<file path="config.mk">
export PLATFORM = sky130hd
export DESIGN_NAME = encoder_electric_angle_comp_top
export DESIGN_NICKNAME = d
export VERILOG_FILES = /design/src/design/ecac_pkg.sv /design/src/design/ecac_ram.sv /design/src/design/encoder_electric_angle_comp_top.sv
export SDC_FILE = /design/constraint.sdc
export NUM_CORES = 2
export LEC_CHECK = 0
export ABC_AREA = 0
export BUFFER_PORTS_ARGS = -buffer_cell sky130_fd_sc_hd__buf_2
export CAP_MARGIN = 15
export CORE_AREA = 2 2 318 556
export CTS_BUF_LIST = sky130_fd_sc_hd__clkbuf_4 sky130_fd_sc_hd__clkbuf_8
export CTS_CLUSTER_DIAMETER = 150
export DETAILED_ROUTE_END_ITERATION = 8
export DIE_AREA = 0 0 320 558
export PLACE_DENSITY = 0.53
export SYNTH_ARGS = -nofsm -noshare
export SYNTH_HDL_FRONTEND = slang
export SYNTH_SLANG_ARGS = --single-unit
</file>
<file path="constraint.sdc">
create_clock -name clk -period 20.1 [get_ports clk]
set_input_delay 3.015 -clock clk [delete_from_list [all_inputs] [get_ports clk]]
set_output_delay 3.015 -clock clk [all_outputs]
set_load 0.02 [all_outputs]
</file>
<file path="src/design/ecac_pkg.sv">
// Types and constants shared by the encoder electric angle compensation block.
package ecac_pkg;

  localparam int ERR_W       = 16;
  localparam int POLE_W      = 6;
  localparam int CFG_DATA_W  = 16;
  localparam int CFG_IDX_W   = 2;
  localparam int OFFSET_W    = 16;

  localparam logic [POLE_W-1:0] PP_COUNT_RESET = 6'd7;

  typedef enum logic [CFG_IDX_W-1:0] {
    CFG_MECH_OFFSET = 2'd0,
    CFG_PP_COUNT    = 2'd1,
    CFG_DIR_INVERT  = 2'd2
  } cfg_reg_t;

  typedef enum logic {
    OP_SAMPLE      = 1'b0,
    OP_TABLE_WRITE = 1'b1
  } op_t;

endpackage

</file>
<file path="src/design/ecac_ram.sv">
// Generic RAM: one write port, two read ports with registered read data.
module ecac_ram #(
  parameter int WIDTH = 16,
  parameter int DEPTH = 64,
  localparam int AW = $clog2(DEPTH)
) (
  input  logic             clk,
  input  logic             we,
  input  logic [AW-1:0]    waddr,
  input  logic [WIDTH-1:0] wdata,
  input  logic             re,
  input  logic [AW-1:0]    raddr0,
  input  logic [AW-1:0]    raddr1,
  output logic [WIDTH-1:0] rdata0,
  output logic [WIDTH-1:0] rdata1
);

  logic [WIDTH-1:0] mem [DEPTH];

  always_ff @(posedge clk) begin
    if (we) begin
      mem[waddr] <= wdata;
    end
    if (re) begin
      rdata0 <= mem[raddr0];
      rdata1 <= mem[raddr1];
    end
  end

endmodule

</file>
<file path="src/design/encoder_electric_angle_comp_top.sv">
// Top level of the encoder electric angle compensation block.
//
// Input stream (s_*): one item per handshake. s_tuser is the op: a sample
// turns enc_angle into a mechanical angle, a raw electrical angle and a
// compensated electrical angle; a table write loads entry_value into the
// error table at entry_index and gives no result.
// Output stream (m_*): one item per sample, in input order.
// Configuration: cfg_we writes cfg_data into register cfg_index (mech_offset,
// pp_count, dir_invert); write only while no item is in flight.
// Pipeline: input register, table read register, output register. A sample
// passes them in that order and appears on m_tvalid once the output is free.
// Throughput, with no output stall, is one item per cycle, set by the dual-read
// table memory and the single interpolation multiplier in the middle stage.
// When m_tready is low the output item holds and the earlier stages keep
// filling; s_tready drops only once all three stages are full.
// Reset clears the stage valid bits and the registers to their defaults;
// the error table is not cleared and an entry must be written before use.
module encoder_electric_angle_comp_top
  import ecac_pkg::*;
#(
  parameter int LUT_ENTRIES = 64,
  parameter int ANGLE_BITS  = 16,
  localparam int IDX_W       = $clog2(LUT_ENTRIES),
  localparam int IN_FIELDS_W = ANGLE_BITS + IDX_W + ERR_W,
  localparam int IN_TDATA_W  = ((IN_FIELDS_W + 7) / 8) * 8,
  localparam int OUT_TDATA_W = ((3 * ANGLE_BITS + 7) / 8) * 8
) (
  input  logic                   clk,
  input  logic                   rst,
  input  logic                   s_tvalid,
  output logic                   s_tready,
  input  logic [IN_TDATA_W-1:0]  s_tdata,   // enc_angle, entry_index, entry_value
  input  logic                   s_tuser,   // op
  output logic                   m_tvalid,
  input  logic                   m_tready,
  output logic [OUT_TDATA_W-1:0] m_tdata,   // mech_angle, elec_angle_raw, elec_angle_comp
  input  logic                   cfg_we,
  input  logic [CFG_IDX_W-1:0]   cfg_index,
  input  logic [CFG_DATA_W-1:0]  cfg_data
);

  localparam int AB     = ANGLE_BITS;
  localparam int OFF_XW = (AB > OFFSET_W) ? AB : OFFSET_W;
  localparam int POS_W  = AB + IDX_W;
  localparam int SUM_W  = (AB > ERR_W + 2) ? AB : ERR_W + 2;
  localparam int PROD_W = ERR_W + 1 + AB + 1;

  // configuration
  logic [OFFSET_W-1:0] mech_offset;
  logic [POLE_W-1:0]   pp_count;
  logic                dir_invert;

  always_ff @(posedge clk) begin
    if (rst) begin
      mech_offset <= '0;
      pp_count    <= PP_COUNT_RESET;
      dir_invert  <= 1'b0;
    end else if (cfg_we) begin
      case (cfg_reg_t'(cfg_index))
        CFG_MECH_OFFSET: mech_offset <= cfg_data[OFFSET_W-1:0];
        CFG_PP_COUNT:    pp_count    <= cfg_data[POLE_W-1:0];
        CFG_DIR_INVERT:  dir_invert  <= cfg_data[0];
        default: ;
      endcase
    end
  end

  // stage flow
  logic a_valid, b_valid, o_valid;
  logic ready_o, ready_b, ready_a;

  assign ready_o  = !o_valid || m_tready;
  assign ready_b  = !b_valid || ready_o;
  assign ready_a  = !a_valid || ready_b;
  assign s_tready = ready_a;

  // stage A: input register
  op_t                     a_op;
  logic [AB-1:0]           a_angle;
  logic [IDX_W-1:0]        a_index;
  logic [ERR_W-1:0]        a_value;

  always_ff @(posedge clk) begin
    if (rst) begin
      a_valid <= 1'b0;
    end else if (ready_a) begin
      a_valid <= s_tvalid;
    end
  end

  always_ff @(posedge clk) begin
    if (ready_a && s_tvalid) begin
      a_op    <= op_t'(s_tuser);
      a_angle <= s_tdata[AB-1:0];
      a_index <= s_tdata[AB+IDX_W-1:AB];
      a_value <= s_tdata[AB+IDX_W+ERR_W-1:AB+IDX_W];
    end
  end

  logic [OFF_XW-1:0]      off_wide;
  logic [AB-1:0]          mech_a;
  logic [AB+POLE_W-1:0]   elec_prod;
  logic [AB-1:0]          raw_a;
  logic [POS_W-1:0]       pos_a;
  logic [IDX_W-1:0]       idx0_a, idx1_a;
  logic                   wr_en;

  assign off_wide  = OFF_XW'(mech_offset);
  assign mech_a    = a_angle - off_wide[AB-1:0];
  assign elec_prod = (AB+POLE_W)'(mech_a) * (AB+POLE_W)'(pp_count);
  assign raw_a     = dir_invert ? (AB'(0) - elec_prod[AB-1:0]) : elec_prod[AB-1:0];
  assign pos_a     = POS_W'(mech_a) * POS_W'(LUT_ENTRIES);
  assign idx0_a    = pos_a[POS_W-1:AB];
  assign idx1_a    = (idx0_a == IDX_W'(LUT_ENTRIES - 1)) ? '0 : idx0_a + IDX_W'(1);
  assign wr_en     = a_valid && (a_op == OP_TABLE_WRITE) && ready_b &&
                     ({1'b0, a_index} < (IDX_W+1)'(LUT_ENTRIES));

  logic [ERR_W-1:0] e0_b, e1_b;

  ecac_ram #(
    .WIDTH (ERR_W),
    .DEPTH (LUT_ENTRIES)
  ) u_table (
    .clk    (clk),
    .we     (wr_en),
    .waddr  (a_index),
    .wdata  (a_value),
    .re     (ready_b),
    .raddr0 (idx0_a),
    .raddr1 (idx1_a),
    .rdata0 (e0_b),
    .rdata1 (e1_b)
  );

  // stage B: table data and interpolation
  logic [AB-1:0] b_mech, b_raw, b_frac;

  always_ff @(posedge clk) begin
    if (rst) begin
      b_valid <= 1'b0;
    end else if (ready_b) begin
      b_valid <= a_valid && (a_op == OP_SAMPLE);
    end
  end

  always_ff @(posedge clk) begin
    if (ready_b) begin
      b_mech <= mech_a;
      b_raw  <= raw_a;
      b_frac <= pos_a[AB-1:0];
    end
  end

  logic signed [ERR_W:0]    diff_b;
  logic signed [PROD_W-1:0] interp_prod;
  logic signed [PROD_W-1:0] interp_shift;
  logic signed [ERR_W+1:0]  err_b;
  logic [SUM_W-1:0]         comp_sum;

  assign diff_b       = $signed({e1_b[ERR_W-1], e1_b}) - $signed({e0_b[ERR_W-1], e0_b});
  assign interp_prod  = PROD_W'(diff_b) * PROD_W'($signed({1'b0, b_frac}));
  assign interp_shift = interp_prod >>> AB;
  assign err_b        = (ERR_W+2)'($signed(e0_b)) + interp_shift[ERR_W+1:0];
  assign comp_sum     = SUM_W'(b_raw) + SUM_W'(err_b);

  // output register
  logic [AB-1:0] o_mech, o_raw, o_comp;

  always_ff @(posedge clk) begin
    if (rst) begin
      o_valid <= 1'b0;
    end else if (ready_o) begin
      o_valid <= b_valid;
    end
  end

  always_ff @(posedge clk) begin
    if (ready_o && b_valid) begin
      o_mech <= b_mech;
      o_raw  <= b_raw;
      o_comp <= comp_sum[AB-1:0];
    end
  end

  assign m_tvalid = o_valid;
  assign m_tdata  = OUT_TDATA_W'({o_comp, o_raw, o_mech});

endmodule

</file>
==> run_results.csv <==
group,metric,value,unit
run_status,status,"finished, final reports clean",
global_routing,grt_max_degree,115,
synthesis,syn-instance-count,5056,
global_routing,grt-ovfl-total,0,
die,num_rows,203,
timing,max_slew.worst_pin.slew,1210,ps
place,place_congestion,0.895,
clock_network,cts_tree,"built",
detailed_routing,routed_wl,230000,um
clock_network,cts_setup_buffers,0,
global_routing,grt_usage,25.5,%
clock_network,worst_skew_pair.late_latency,920,ps
worst_setup_path,cp_max_fo,11,
worst_setup_path,crit_buf_inv,7,
synthesis,synth_area_per_cell,13.0,um^2
flow_run,maxCapViolCount,0,
timing,grt_setup_unrepaired,"false",
timing,slew_viol_final,0,
timing,finalSetupViolCount,0,
clock_network,htree_levels,4,
cells_and_area,drive_gt1_share,18.0,%
clock_network,cts_inserted_buffers,184,
die,die_w,320,um
synthesis,synth-seq-cells,1201,
synthesis,synth_cell_types,85,
cells_and_area,instances_no_fill,7597,
clock_network,ctsResizeCount,0,
clock_network,clock_path_buffers,4,
worst_setup_path,cp.required,20750,ps
die,core_area,174000,um^2
place,io_buffers,111,
synthesis,synth_warnings,0,
cells_and_area,nNetsFinal,5598,
place,place_hpwl,151000,um
place,placed_cells,7275,
die,start_util,37.7,%
worst_setup_path,crit_path_end_kind,"flip-flop",
detailed_routing,drt_drc_violations_left,0,
cells_and_area,final_area,73000,um^2
die,die_h,558,um
detailed_routing,drt_pass1_iterations,5,
global_routing,grt_pass1_wl,324000,um
clock_network,clock_sinks,1201,
clock_network,cts-root-buf,"clkbuf_8",
synthesis,syn_area,65700,um^2
worst_setup_path,critPathArrivalTime,11490,ps
timing,tns,0,ps
timing,finalCritPeriodShare,54.0,%
detailed_routing,vias,44860,
worst_setup_path,slowest_stage,"nor3_2",
synthesis,async_flop_share,0,%
detailed_routing,antenna_left,0,
worst_setup_path,critPathKind,"reg2reg",
synthesis,seq_area_frac_synth,54.5,%
place,place_area,69400,um^2
clock_network,hold_buffers,0,
timing,relSlewSlack,18.4,%
detailed_routing,drt_iter0_drc,3764,
timing,min_period,10840,ps
cells_and_area,syn_to_final_growth,11.0,%
global_routing,antenna_found_initial,6,
die,dieArea,179000,um^2
timing,hold_viol,0,
global_routing,grt_pass1_vias,46426,
worst_setup_path,setup.worst_path.start_class,"flip-flop",
worst_setup_path,cpPeakStageDelay,840,ps
cells_and_area,postLayoutCoreUtil,41.9,%
synthesis,synth_nets,5447,
clock_network,path_clk_slew,70,ps
hold_path,hp-class,"reg2reg",
worst_setup_path,cp_top_family,"adder cells",
die,ios,114,
timing,finalClockSkew,64.0,ps
detailed_routing,via_per_inst,5.90,
timing,max_freq,92.2,MHz
synthesis,synth-edff-count,1175,
synthesis,ys.flop_type,"edfxtp_1",
detailed_routing,post_drt_wl_per_cell,30.2,um
## synth_stat cells (36+ instances only)
cell type,count,area [um^2]
mux2i_1,183,1830
nor2_1,159,597
a31oi_1,68,425
a21oi_1,131,656
buf_2,77,385
o21ai_0,80,400
nor3_1,60,300
nand2_1,875,3280
inv_1,329,1230
o22ai_1,62,388
and3_1,42,263
a311oi_1,52,455
nand3_1,179,896
fa_1,207,4140
and2_1,93,582
edfxtp_1,1175,35300
clkbuf_1,183,687
a32oi_1,50,438
xnor2_1,69,604
o211ai_1,41,308
mux4_2,293,6600
buf_1,36,135
ha_1,120,1500
## cells in the final DEF (no fill, tap or decap), drive strengths merged, types with 27 or more instances in the layout
| cell | instances |
|---|---|
| nor2 | 160 |
| a31oi | 68 |
| xnor2 | 69 |
| o221ai | 27 |
| ha | 120 |
| and2 | 95 |
| mux4 | 293 |
| inv | 333 |
| nand2b | 32 |
| buf | 286 |
| a311oi | 52 |
| o211ai | 41 |
| fa | 207 |
| mux2i | 183 |
| and3 | 42 |
| nand3 | 179 |
| edfxtp | 1175 |
| nand2 | 876 |
| o22ai | 62 |
| a32oi | 50 |
| a21oi | 132 |
| nor2b | 35 |
| o21ai | 83 |
| clkbuf | 242 |
| clkinv | 65 |
| nor3 | 62 |
## registers in the layout, summed over array words and instances (netlist names)
signal          count
m_tvalid            1
u_table.rdata0     16
u_table.rdata1     16
o_mech             16
a_op                1
a_angle            16
pp_count            6
dir_invert          1
mech_offset        16
o_comp             16
a_value            16
a_index             6
b_mech             16
b_valid             1
a_valid             1
o_raw              16
b_raw              16
u_table.mem      1024
## cell type report
class / count / area [um^2]
multi-input cells: 3200 / 27500
repair buffers: 287 / 1950
flip-flops and latches: 1201 / 35800
diodes: 2 / 5.00
clock buffers: 241 / 2990
well taps: 2255 / 2820
clock inverters: 78 / 593
fillers: 16177 / 101000
inverters: 333 / 1260
## stage by stage
step	hold WS (ps)	setup WS (ps)
2_1_floorplan	400	10950
3_3_place_gp	404	9160
3_5_place_dp	405	9210
4_1_cts	411	9180
5_1_grt	419	8480
6_report	395	9260
## kinds of logic (layout without fill, tap and decap cells)
family                   Yosys count  count (layout)  share of synthesized area (%)
XOR/XNOR                          93              93                           1.27
other                              0               2                              0
adder cells (fa/ha/maj)          327             327                           8.59
flip-flops                      1201            1201                           54.5
buffers and inverters            655             939                           4.08
AND/OR/NAND/NOR                 1582            1582                           10.8
multiplexers                     500             500                           13.2
AO/OA/AOI/OAI                    698             698                           7.56
## metal layers
| metal | vias to the layer above | part of all wire [%] | GRT usage [%] |
|---|---|---|---|
| li1 | 19198 | - | - |
| met1 | 23000 | 32 | 25.7 |
| met2 | 1927 | 51 | 45.3 |
| met3 | 733 | 5.5 | 3.18 |
| met4 | 2 | 11 | 24.2 |
| met5 | - | 0.0065 | 0 |
## worst register-to-register path: cells and delay by family, from the launching register on
| family | cells | cell delay [ps] |
|---|---|---|
| AND/OR/NAND/NOR | 6 | 1470 |
| AO/OA/AOI/OAI | 16 | 3390 |
| XOR/XNOR | 3 | 860 |
| flip-flops | 1 | 420 |
| buffers and inverters | 7 | 620 |
| adder cells (fa/ha/maj) | 9 | 3840 |
## final timing paths
| check | startpoint | end | slack [ps] | cells past startpoint |
|---|---|---|---|---|
| worst min register to register | b_mech[12] | o_mech[12] | 390 | 0 |
| worst max-delay path | u_table.rdata0[1] | o_comp[15] | 9260 | 41 |
| worst max register to register | u_table.rdata0[1] | o_comp[15] | 9260 | 41 |
| worst min-delay path | b_mech[12] | o_mech[12] | 390 | 0 |
Power is left out: the tool's default activity adds up to more than one toggle a clock period on the data nets, which glitch-free logic cannot reach.
